==> config.mk <==
export PLATFORM = sky130hd
export DESIGN_NAME = lsmm_decode
export DESIGN_NICKNAME = d
export VERILOG_FILES = /design/src/design/lsmm_pkg.sv /design/src/design/lsmm_decode.sv
export SDC_FILE = /design/constraint.sdc
export NUM_CORES = 1
export LEC_CHECK = 0
export ABC_AREA = 1
export BUFFER_PORTS_ARGS = -buffer_cell sky130_fd_sc_hd__buf_4
export CORE_MARGIN = 4
export CORE_UTILIZATION = 35
export DETAILED_ROUTE_END_ITERATION = 16
export PLACE_DENSITY = 0.5
export SLEW_MARGIN = 20
export SYNTH_ARGS = -nofsm -noshare
export SYNTH_HDL_FRONTEND = slang
export SYNTH_SLANG_ARGS = --single-unit
==> constraint.sdc <==
create_clock -name vclk -period 8.2
set_clock_uncertainty 0.05 [all_clocks]
set_input_delay 0.41 -clock vclk [all_inputs]
set_output_delay 0.41 -clock vclk [all_outputs]
set_load 0.005 [all_outputs]
==> src/design/lsmm_pkg.sv <==
// Shared types and codes for the load/store memory map.
// Used by every module of the block; no dependencies.
package lsmm_pkg;

  localparam int unsigned DataSizeDef  = 65536;
  localparam int unsigned InstrSizeDef = 65536;

  localparam logic [31:0] InstrBaseRst = 32'h1000_0000;
  localparam logic [31:0] DataBaseRst  = 32'h2000_0000;
  localparam logic [31:0] ConInRst     = 32'h3000_0000;
  localparam logic [31:0] ConOutRst    = 32'h3000_0004;

  // configuration register indexes
  localparam logic [1:0] RegInstrBase = 2'd0;
  localparam logic [1:0] RegDataBase  = 2'd1;
  localparam logic [1:0] RegConIn     = 2'd2;
  localparam logic [1:0] RegConOut    = 2'd3;

  // command codes
  localparam logic [4:0] CmdFetch  = 5'd0;
  localparam logic [4:0] CmdWord   = 5'd1;
  localparam logic [4:0] CmdLeft3  = 5'd4;
  localparam logic [4:0] CmdRight0 = 5'd5;
  localparam logic [4:0] CmdRight3 = 5'd8;
  localparam logic [4:0] CmdLb     = 5'd9;
  localparam logic [4:0] CmdLbu    = 5'd10;
  localparam logic [4:0] CmdLh     = 5'd11;
  localparam logic [4:0] CmdLhu    = 5'd12;
  localparam logic [4:0] CmdSw     = 5'd13;
  localparam logic [4:0] CmdSb     = 5'd14;
  localparam logic [4:0] CmdSh     = 5'd15;
  localparam logic [4:0] CmdLoadI  = 5'd16;

  // exception codes
  localparam logic [2:0] ExcNone     = 3'd0;
  localparam logic [2:0] ExcNullRd   = 3'd1;
  localparam logic [2:0] ExcFetchRng = 3'd2;
  localparam logic [2:0] ExcReadRng  = 3'd3;
  localparam logic [2:0] ExcBadCmd   = 3'd4;
  localparam logic [2:0] ExcWrInstr  = 3'd5;
  localparam logic [2:0] ExcWrNull   = 3'd6;
  localparam logic [2:0] ExcWrRng    = 3'd7;

  typedef struct packed {
    logic [2:0]  exc;
    logic        taken;
    logic        ov;
    logic [7:0]  oc;
    logic [31:0] cv;        // console read value
    logic        mem_rd;
    logic        use_instr;
    logic        dwr;
    logic        iwr;
    logic [31:0] off;       // byte offset into the selected memory
    logic [2:0]  n;         // bytes touched
    logic [1:0]  k;         // left shift in bytes
    logic        sext_b;
    logic        sext_h;
  } dec_t;

endpackage

==> src/design/lsmm_decode.sv <==
// Access decode: console match, region bounds, exceptions, memory offsets.
// Depends on lsmm_pkg.
module lsmm_decode #(
  parameter int unsigned DataSize  = lsmm_pkg::DataSizeDef,
  parameter int unsigned InstrSize = lsmm_pkg::InstrSizeDef
) (
  input  logic [4:0]      command_i,
  input  logic [31:0]     address_i,
  input  logic [31:0]     write_value_i,
  input  logic [7:0]      console_char_i,
  input  logic [31:0]     instr_base_i,
  input  logic [31:0]     data_base_i,
  input  logic [31:0]     con_in_i,
  input  logic [31:0]     con_out_i,
  output lsmm_pkg::dec_t  dec_o
);

  function automatic logic fits(input logic [31:0] a, input logic [1:0] back,
                                input logic [2:0] n, input logic [31:0] base,
                                input logic [32:0] size);
    logic [31:0] s;
    logic [32:0] e;
    s = a - 32'(back);
    e = {1'b0, s - base} + 33'(n);
    return (a >= 32'(back)) && (s >= base) && (e <= size);
  endfunction

  localparam logic [32:0] DSz = 33'(DataSize);
  localparam logic [32:0] ISz = 33'(InstrSize);

  logic [31:0] ci, co, g;
  logic        con;
  logic [1:0]  back;

  assign ci = address_i - con_in_i;
  assign co = address_i - con_out_i;
  assign g  = {{24{console_char_i[7]}}, console_char_i};

  always_comb begin
    dec_o = '0;
    con   = 1'b0;
    back  = 2'd0;
    if (command_i <= lsmm_pkg::CmdLhu) begin
      if (address_i == 32'd0) begin
        dec_o.exc = lsmm_pkg::ExcNullRd;
      end else if (command_i == lsmm_pkg::CmdFetch) begin
        if (fits(address_i, 2'd0, 3'd4, instr_base_i, ISz)) begin
          dec_o.mem_rd    = 1'b1;
          dec_o.use_instr = 1'b1;
          dec_o.off       = address_i - instr_base_i;
          dec_o.n         = 3'd4;
        end else begin
          dec_o.exc = lsmm_pkg::ExcFetchRng;
        end
      end else begin
        if (command_i <= lsmm_pkg::CmdLeft3) begin
          dec_o.k  = 2'(command_i - lsmm_pkg::CmdWord);
          con      = (ci == 32'(dec_o.k));
          dec_o.cv = g << {dec_o.k, 3'b000};
          dec_o.n  = 3'd4 - 3'(dec_o.k);
        end else if (command_i <= lsmm_pkg::CmdRight3) begin
          back     = 2'(command_i - lsmm_pkg::CmdRight0);
          con      = (ci == 32'(back));
          dec_o.cv = g >> (5'd24 - {back, 3'b000});
          dec_o.n  = 3'(back) + 3'd1;
        end else if (command_i <= lsmm_pkg::CmdLbu) begin
          con     = (ci < 32'd4);
          dec_o.n = 3'd1;
          case (ci[1:0])
            2'd0:    dec_o.cv = {24'd0, g[31:24]};
            2'd1:    dec_o.cv = {24'd0, g[23:16]};
            2'd2:    dec_o.cv = {24'd0, g[15:8]};
            default: dec_o.cv = {24'd0, g[7:0]};
          endcase
        end else begin
          con      = (ci == 32'd0) || (ci == 32'd2);
          dec_o.n  = 3'd2;
          dec_o.cv = ci[1] ? {16'd0, g[15:0]} : {16'd0, g[31:16]};
        end
        dec_o.sext_b = (command_i == lsmm_pkg::CmdLb);
        dec_o.sext_h = (command_i == lsmm_pkg::CmdLh);
        if (con) begin
          dec_o.taken = 1'b1;
        end else if (fits(address_i, back, dec_o.n, data_base_i, DSz)) begin
          dec_o.mem_rd = 1'b1;
          dec_o.off    = address_i - 32'(back) - data_base_i;
        end else if (fits(address_i, back, dec_o.n, instr_base_i, ISz)) begin
          dec_o.mem_rd    = 1'b1;
          dec_o.use_instr = 1'b1;
          dec_o.off       = address_i - 32'(back) - instr_base_i;
        end else begin
          dec_o.exc = lsmm_pkg::ExcReadRng;
        end
      end
    end else if (command_i <= lsmm_pkg::CmdSh) begin
      case (command_i)
        lsmm_pkg::CmdSw: dec_o.n = 3'd4;
        lsmm_pkg::CmdSb: dec_o.n = 3'd1;
        default:         dec_o.n = 3'd2;
      endcase
      if (command_i == lsmm_pkg::CmdSw) begin
        if (fits(address_i, 2'd0, 3'd4, data_base_i, DSz)) begin
          dec_o.dwr = 1'b1;
        end else if (co == 32'd0) begin
          dec_o.ov = 1'b1;
          dec_o.oc = write_value_i[7:0];
        end
      end else if (command_i == lsmm_pkg::CmdSb && co < 32'd4) begin
        dec_o.ov = 1'b1;
        dec_o.oc = (co[1:0] == 2'd3) ? write_value_i[7:0] : 8'd0;
      end else if (command_i == lsmm_pkg::CmdSh && (co == 32'd0 || co == 32'd2)) begin
        dec_o.ov = 1'b1;
        dec_o.oc = co[1] ? write_value_i[7:0] : 8'd0;
      end else if (fits(address_i, 2'd0, dec_o.n, data_base_i, DSz)) begin
        dec_o.dwr = 1'b1;
      end
      dec_o.off = address_i - data_base_i;
      if (!dec_o.dwr && !dec_o.ov) begin
        if (fits(address_i, 2'd0, dec_o.n, instr_base_i, ISz)) begin
          dec_o.exc = lsmm_pkg::ExcWrInstr;
        end else if (address_i == 32'd0) begin
          dec_o.exc = lsmm_pkg::ExcWrNull;
        end else begin
          dec_o.exc = lsmm_pkg::ExcWrRng;
        end
      end
    end else if (command_i == lsmm_pkg::CmdLoadI) begin
      dec_o.n   = 3'd1;
      dec_o.off = address_i;
      if ({1'b0, address_i} < ISz) begin
        dec_o.iwr = 1'b1;
      end else begin
        dec_o.exc = lsmm_pkg::ExcWrRng;
      end
    end else begin
      dec_o.exc = lsmm_pkg::ExcBadCmd;
    end
  end

endmodule

# Word-level counts from Yosys, hierarchy flattened
# Cells that the tools add are included.
# word_totals
regBits	0
# op_classes
n_eq_ne	13
addsub	18
muxes	85
reduce_logical	23
shift	2
magnitude_cmp	20
# op_table
op	n
33-bit by 17-bit less-or-equal comparator with 1-bit output (second input constant)	6
32-bit two-way mux	6
32-bit subtractor	6
35-bit two-way mux	4
32-bit by 3-bit adder with 33-bit output	4
32-bit >= comparator	4
32-bit logical NOT	3
9-bit two-way mux	9
34-bit two-way mux	2
32-bit by 3-bit adder with 33-bit output (second input constant)	2
32-bit by 2-bit equality test with 1-bit output	2
32-bit by 2-bit equality test with 1-bit output (second input constant)	2
32-bit by 3-bit less-than comparator with 1-bit output (second input constant)	2
3-bit two-way mux	16
39-bit two-way mux	1
36-bit two-way mux	1
32-bit by 1-bit >= comparator with 1-bit output (second input constant)	1
32-bit by 2-bit >= comparator with 1-bit output	1
32-bit by 17-bit less-than comparator with 1-bit output (second input constant)	1
32-bit by 5-bit left shift with 32-bit output	1
32-bit by 5-bit >> shifter with 32-bit output	1
32-bit by 2-bit subtractor with 32-bit output	1
2-bit two-way mux	15
5-bit by 4-bit equality test with 1-bit output (second input constant)	5
other kinds (21)	65

# Depth between registers and ports, before layout
# Gate-level depths: netlist of run 1.
# logic_depth
ltp_word	18
ltp_mapped	46

# Worst setup path after synthesis of run 1
# Ideal clock, no wire load.
# synth_timing
kind	input port to output port
from	input command_i[0]
to	output dec_o[16] in the netlist's numbering
cell_stages	42
arrival_ns	6.165
t_required_ns	7.740
slack_ns	1.575
cell_sequence	clkbuf_1 > inv_1 > nand2_1 > o21ai_0 > inv_1 > nor3_1 > ha_1 > inv_1 > fa_1 > or2_2 > nor2_1 > inv_1 > nor3_1 > nand2_1 > nor4_1 > nand3_1 > nor4_1 > xor2_1 > (+6 left out) > nand2_1 > nand2_1 > nor2_1 > nand2_1 > nor2_1 > nand2_1 > nand2_1 > nand3_1 > nor2_2 > nand3_2 > nor2_8 > buf_6 > nand3_1 > nand2_1 > nand2_1 > nand2_1 > nand2_1 > nand2_1
# synth_lines
element	line	source
start: declaration	lsmm_decode.sv:7	input logic [4:0] command_i,
end: declaration	lsmm_decode.sv:15	output lsmm_pkg::dec_t dec_o

==> results.txt, run 1 <==
Result of the run - finished, final reports clean
Int Power - 0.717 mW
WP buf/inv - 9
Slowest cell delay on critical path - 0.43 ns
Maximum number of pins on one net before global-route repair - 26
Post-Synth XOR/XNOR Area - 0.0409
1st-iter DRT viols - 2,636
Post-Synthesis Mean Instance Area - 4.81 um2
Minimum clock period - 7.56 ns
DP Worst Slack - 0.157 ns
Slew @ Worst Pin - 0.780 ns
Crit share post-route - 0.922
Crit path max-delay cell type - sky130_fd_sc_hd__xor2_1
Multiplexer fraction of the synthesized cell area - 0
Final setup slack of the worst path - 0.641 ns
Remaining global-route overflow - 0
Hold Worst Slack - 1.09 ns
Core Footprint - 67,300 um2
Endpoint of the worst hold path - dec_o[78]
Post-layout total power - 2.28 mW
Required time at the worst-slack endpoint - 7.74 ns
Syn. warnings - 0
Vias per cell - 5.24
Post-Synth Simple-Gate Area - 0.586
Share of power burned in registers - 0
Complex-gate fraction of the synthesized area - 0.112
Aggregate global-route resource usage - 0.304
Vert. Die Dim - 269 um
Area share of fa/ha/maj cells after synthesis - 0.119
Share of the synthesized area in the top cell type - 0.274
Clock Power Share - 0
Biggest area consumer among synthesized cells - sky130_fd_sc_hd__nand2_1
Average wire length per cell after detail routing - 18.8 um
I/O pin count - 293
Via count of the first global-routing pass - 29,600
Synth-to-layout area growth - 15.0%
Number of nets still failing antenna checks after routing - 0
Wirelength, routed - 115,000 um
VDD IR max - 0.0323 mV
Num rows - 95
Largest family of logic cells by synthesized area - simple AND/OR/NAND/NOR gates
Layout clock buffers - 0
Path type of the worst setup path - primary input to output pin
Initial core utilization - 0.354
Post-Place Cell Area - 27,300 um2
First-pass detailed-route iteration total - 5
Hold Crit Class - primary input to output pin
Worst-path fanout max - 15
Max Fclk - 132 MHz
Synth cell types - 53
Die Outline Area - 72,200 um2
Final setup violating endpoints - 0
First-pass GRT wire length - 171,000 um
Post-CTS Hold Fix Bufs - 0
Total count of max-transition violations in the final report - 0
Cell depth of the worst min-delay path - 4
Sort of element at the end of the critical path - output pin
Power share of the combinational group - 1.000
Setup repair after global routing missed its margin - no
Share of the core filled with cells in the final layout - 0.407
Antenna violations before repair - 4
Fill cells - 7,996
Sw Ratio - 0.686
Placer Congestion - 0.991
Setup_tns - 0 ns
Family of cells with the greatest summed delay on the critical path - simple AND/OR/NAND/NOR gates
Ranking of synthesized cells by area - sky130_fd_sc_hd__nand2_1 27%, sky130_fd_sc_hd__inv_1 13%, sky130_fd_sc_hd__ha_1 11%
Gate Count Post-Synth - 4,943
Critical path startpoint category - primary input
Areal power density over the cells - 83.5 nW/um2
Post-detailed-route DRC marker count - 0
Max-Slew Margin vs Limit - 0.479
Net count of the mapped netlist - 5,367
Area of the mapped netlist - 23,800 um2
Leakage power - 15.4 nW
Part of the Yosys area used for sequential elements - 0
Arrival time of data at the critical path endpoint - 7.10 ns
Layout sequential cell count - 0
DR vias - 32,100
Max-cap viol count - 0
Final HPWL DP - 99,900 um
Commonest non-fill, non-tap cell in the layout - sky130_fd_sc_hd__nand2_1
Horizontal die dimension - 269 um
Beginning of the worst hold path - write_value_i[3]
Most common cell on crit path - sky130_fd_sc_hd__nand2_1
Number of cells in the finished layout apart from fillers - 6,122
Cells after DPL - 6,118
Switching power - 1.57 mW
Footprint of the flip-flops and latches - 0 um2
Port bufs - 269
Layout Cell Area excl Fill - 27,400 um2
Fraction of layout instances using a drive strength above 1 - 0.0983
Most frequent cells in the layout - 1,737 x sky130_fd_sc_hd__nand2_1, 823 x sky130_fd_sc_hd__inv_1, 615 x sky130_fd_sc_hd__nor2_1
Post-layout net count - 5,673
Hold Fails Final Rpt - 0
## power by group through the flow
stage,Clock (mW),Sequential (mW),Combinational (mW)
2_1_floorplan,0,0,1.51
3_3_place_gp,0,0,2.24
3_5_place_dp,0,0,2.24
4_1_cts,0,0,2.24
5_1_grt,0.0000000327,0,2.54
6_report,0.0000000327,0,2.28
## area by class of cell
type	count	area (um2)	area share
repair buffers	339	2580	0.0944
well taps	873	1090	0.0399
inverters	857	3220	0.118
diodes	2	5.00	0.000183
multi-input cells	4051	20500	0.748
## kinds of logic (layout without fill, tap and decap cells)
| group | after synthesis | in the layout |
|---|---|---|
| AND/OR/NAND/NOR | 3240 | 3240 |
| adder cells (fa/ha/maj) | 219 | 219 |
| buffers and inverters | 892 | 1196 |
| AO/OA/AOI/OAI | 481 | 481 |
| other | 0 | 2 |
| XOR/XNOR | 111 | 111 |
## how the worst max path moves through the flow
stage	from	end	slack, ns	depth (start not counted)
after floorplan	command_i[0]	dec_o[16]	1.57	42
after global placement	command_i[4]	dec_o[23]	0.16	41
after detailed placement	command_i[4]	dec_o[22]	0.16	46
after CTS	command_i[4]	dec_o[22]	0.12	46
after global routing	command_i[4]	dec_o[19]	0.01	46
final	command_i[4]	dec_o[14]	0.64	45
## cell usage after synthesis, types with 24 or more instances
| cell | instances |
|---|---|
| sky130_fd_sc_hd__xor2_1 | 87 |
| sky130_fd_sc_hd__nand2_1 | 1737 |
| sky130_fd_sc_hd__o21ai_0 | 129 |
| sky130_fd_sc_hd__nand3_1 | 463 |
| sky130_fd_sc_hd__nor3_1 | 80 |
| sky130_fd_sc_hd__a21oi_1 | 244 |
| sky130_fd_sc_hd__nor2_1 | 617 |
| sky130_fd_sc_hd__inv_2 | 31 |
| sky130_fd_sc_hd__nor2_2 | 40 |
| sky130_fd_sc_hd__xnor2_1 | 24 |
| sky130_fd_sc_hd__nand2_2 | 34 |
| sky130_fd_sc_hd__ha_1 | 208 |
| sky130_fd_sc_hd__inv_1 | 823 |
| sky130_fd_sc_hd__nand4_1 | 166 |
## timing repair
item / 4_1_cts / 5_1_grt
resized for setup: 0 / 11
endpoints found under the setup margin: 0 / 21
buffers inserted: 0 / 2
## layer usage
layer  track usage  share of wire  up-vias
met1         0.412           0.44    14400
li1              -              -    16400
met5             0        0.00011        -
met2         0.518           0.45     1050
met3        0.0230          0.064      162
met4        0.0935          0.041        2
Power figures use the tool's default switching activity.
==> run 2: changes to the inputs <==
Settings changed: ABC_AREA 1 to not set, PLACE_DENSITY 0.5 to 0.51.
==> run 2 against run 1 <==
Compared with the run above: cell area is 14% lower; first-iteration DRC count is 13% lower; non-clock buffer count is 132 higher; critical endpoint is now dec_o[86]; final cell count is 34% lower; combinational power is 4% lower; synthesized cell count is 39% lower; worst hold slack worse by 0.047 ns; utilization is 2.6 points higher; fmax is 5.5% lower; die area is 18% lower; setup slack worse by 0.44 ns.
==> results.txt, run 2 <==
Sw Ratio - 0.621
Syn. warnings - 0
DP Worst Slack - -0.509 ns
Setup repair after global routing missed its margin - yes
Num rows - 85
Initial core utilization - 0.356
Switching power - 1.36 mW
Hold Crit Class - primary input to output pin
Clock Power Share - 0
Antenna violations before repair - 4
Area share of fa/ha/maj cells after synthesis - 0.146
Port bufs - 269
Largest family of logic cells by synthesized area - compound AO/OA/AOI/OAI gates
Layout clock buffers - 0
Synth-to-layout area growth - 21.6%
DR vias - 25,700
Setup_tns - 0 ns
Path type of the worst setup path - primary input to output pin
Complex-gate fraction of the synthesized area - 0.367
Required time at the worst-slack endpoint - 7.74 ns
1st-iter DRT viols - 2,285
Aggregate global-route resource usage - 0.334
Int Power - 0.832 mW
Hold Worst Slack - 1.05 ns
End point of the critical path - dec_o[86]
Final setup slack of the worst path - 0.198 ns
Part of the Yosys area used for sequential elements - 0
Core Footprint - 54,200 um2
Footprint of the flip-flops and latches - 0 um2
Average wire length per cell after detail routing - 26.1 um
Share of power burned in registers - 0
Critical path startpoint category - primary input
Remaining global-route overflow - 0
Total count of max-transition violations in the final report - 0
Result of the run - finished, final reports clean
Synth cell types - 103
First-pass GRT wire length - 153,000 um
Post-layout net count - 3,781
Slew @ Worst Pin - 1.05 ns
Vias per cell - 6.34
Areal power density over the cells - 93.6 nW/um2
Layout sequential cell count - 0
Maximum number of pins on one net before global-route repair - 37
VDD IR max - 0.0466 mV
Die Outline Area - 58,900 um2
Fraction of layout instances using a drive strength above 1 - 0.180
Count leader, synth - sky130_fd_sc_hd__nand2_1
Share of the synthesized area in the top cell type - 0.135
First-pass detailed-route iteration total - 6
Sort of element at the end of the critical path - output pin
Horizontal die dimension - 243 um
Final HPWL DP - 89,200 um
Max-cap viol count - 0
Post-Synth Simple-Gate Area - 0.330
Multiplexer fraction of the synthesized cell area - 0.0234
Placer Congestion - 1.00
Beginning of the critical path - command_i[1]
Arrival time of data at the critical path endpoint - 7.54 ns
Wirelength, routed - 106,000 um
Net count of the mapped netlist - 3,437
Leakage power - 10.5 nW
Number of nets still failing antenna checks after routing - 0
Most frequent cells in the layout - 467 x sky130_fd_sc_hd__buf_4, 288 x sky130_fd_sc_hd__nand2_1, 249 x sky130_fd_sc_hd__nor2_1
Top cell types by occurrence after synthesis - 288 x sky130_fd_sc_hd__nand2_1, 252 x sky130_fd_sc_hd__a21oi_1, 249 x sky130_fd_sc_hd__nor2_1
Final setup violating endpoints - 0
Worst-path fanout max - 6
Post-detailed-route DRC marker count - 0
Commonest non-fill, non-tap cell in the layout - sky130_fd_sc_hd__buf_4
Hold Fails Final Rpt - 0
Biggest area consumer among synthesized cells - sky130_fd_sc_hd__ha_1
Ranking of synthesized cells by area - sky130_fd_sc_hd__ha_1 13%, sky130_fd_sc_hd__a21oi_1 6.5%, sky130_fd_sc_hd__nand2_1 5.6%
Gate Count Post-Synth - 3,013
Diodes inserted - 0
Max Fclk - 125 MHz
Minimum clock period - 8.00 ns
Post-Synth XOR/XNOR Area - 0.0631
Vert. Die Dim - 243 um
Power share of the combinational group - 1.000
Cell depth of the worst min-delay path - 3
Crit share post-route - 0.976
Via count of the first global-routing pass - 24,100
Post-Synthesis Mean Instance Area - 6.40 um2
Area of the mapped netlist - 19,300 um2
I/O pin count - 293
Max-Slew Margin vs Limit - 0.291
Post-CTS Hold Fix Bufs - 0
[run 2: repair_timing]
item / 4_1_cts / 5_1_grt
buffers inserted: 0 / 6
cloned: 0 / 1
setup endpoints to repair: 21 / 21
gates resized for setup: 9 / 51
endpoints found under the hold margin: 0 / 0
pin swaps: 2 / 11
[run 2: power by group through the flow]
stage	sequential [mW]	combinational [mW]	clock, mW
floorplan	0	1.35	0
global placement	0	2.10	0
detailed placement	0	2.11	0
CTS	0	2.12	0
global route	0	2.37	0
finish	0	2.20	0
[run 2: cell families after synthesis]
family | Yosys count
AO/OA/AOI/OAI | 1038
multiplexers | 44
AND/OR/NAND/NOR | 1224
adder cells (fa/ha/maj) | 219
buffers and inverters | 349
XOR/XNOR | 139
[run 2: worst min-delay path by stage]
stage	from	to	slack, ns
after floorplan	console_char_i[0]	dec_o[59]	0.87
after global placement	write_value_i[3]	dec_o[78]	1.04
after detailed placement	write_value_i[5]	dec_o[80]	1.05
after CTS	write_value_i[5]	dec_o[80]	1.05
after global routing	write_value_i[4]	dec_o[79]	1.06
final	write_value_i[5]	dec_o[80]	1.05
[run 2: worst max-delay path, cell delays in order]
cell                       delay (ns)
sky130_fd_sc_hd__buf_4           0.13
sky130_fd_sc_hd__o31ai_2         0.24
sky130_fd_sc_hd__nand2b_1        0.16
sky130_fd_sc_hd__nor3_2          0.27
sky130_fd_sc_hd__ha_2            0.20
sky130_fd_sc_hd__inv_1           0.06
sky130_fd_sc_hd__fa_2            0.42
sky130_fd_sc_hd__or4_1           0.57
sky130_fd_sc_hd__nor2_1          0.13
sky130_fd_sc_hd__xor2_1          0.33
sky130_fd_sc_hd__ha_1            0.37
sky130_fd_sc_hd__a211o_1         0.34
sky130_fd_sc_hd__o31ai_1         0.44
sky130_fd_sc_hd__o31ai_2         0.21
sky130_fd_sc_hd__o21a_1          0.21
sky130_fd_sc_hd__or4_4           0.51
sky130_fd_sc_hd__or2_1           0.26
sky130_fd_sc_hd__nor4_2          0.36
sky130_fd_sc_hd__nand4b_1        0.14
sky130_fd_sc_hd__mux2_1          0.33
sky130_fd_sc_hd__o31a_1          0.28
sky130_fd_sc_hd__o41a_1          0.54
sky130_fd_sc_hd__a21oi_1         0.25
sky130_fd_sc_hd__o31ai_1         0.18
sky130_fd_sc_hd__buf_4           0.21
[run 2: final cells by class]
| type | count | area, um2 |
|---|---|---|
| Fill cell | 5745 | 30800 |
| Tap cell | 696 | 871 |
| Inverter | 220 | 826 |
| Multi-Input combinational cell | 2664 | 18200 |
| Timing Repair Buffer | 471 | 3550 |
[run 2: metrics by stage]
| stage | power [mW] | std cells | cell area [um2] | util |
|---|---|---|---|---|
| 2_1_floorplan | 1.35 | 3013 | 19300 | - |
| 3_3_place_gp | 2.10 | 4044 | 23100 | 0.427 |
| 3_5_place_dp | 2.11 | 4044 | 23100 | 0.427 |
| 4_1_cts | 2.12 | 4044 | 23200 | 0.427 |
| 5_1_grt | 2.37 | 4051 | 23500 | 0.433 |
| 6_report | 2.20 | 4051 | 23500 | 0.433 |
[run 2: routing by layer]
layer	part of all wire	wire, um	vias up	track usage
li1	-	-	12100	-
met1	0.43	45400	12300	0.447
met2	0.44	46300	1136	0.541
met3	0.071	7490	228	0.0341
met4	0.062	6610	8	0.155
met5	0.00053	56	-	0
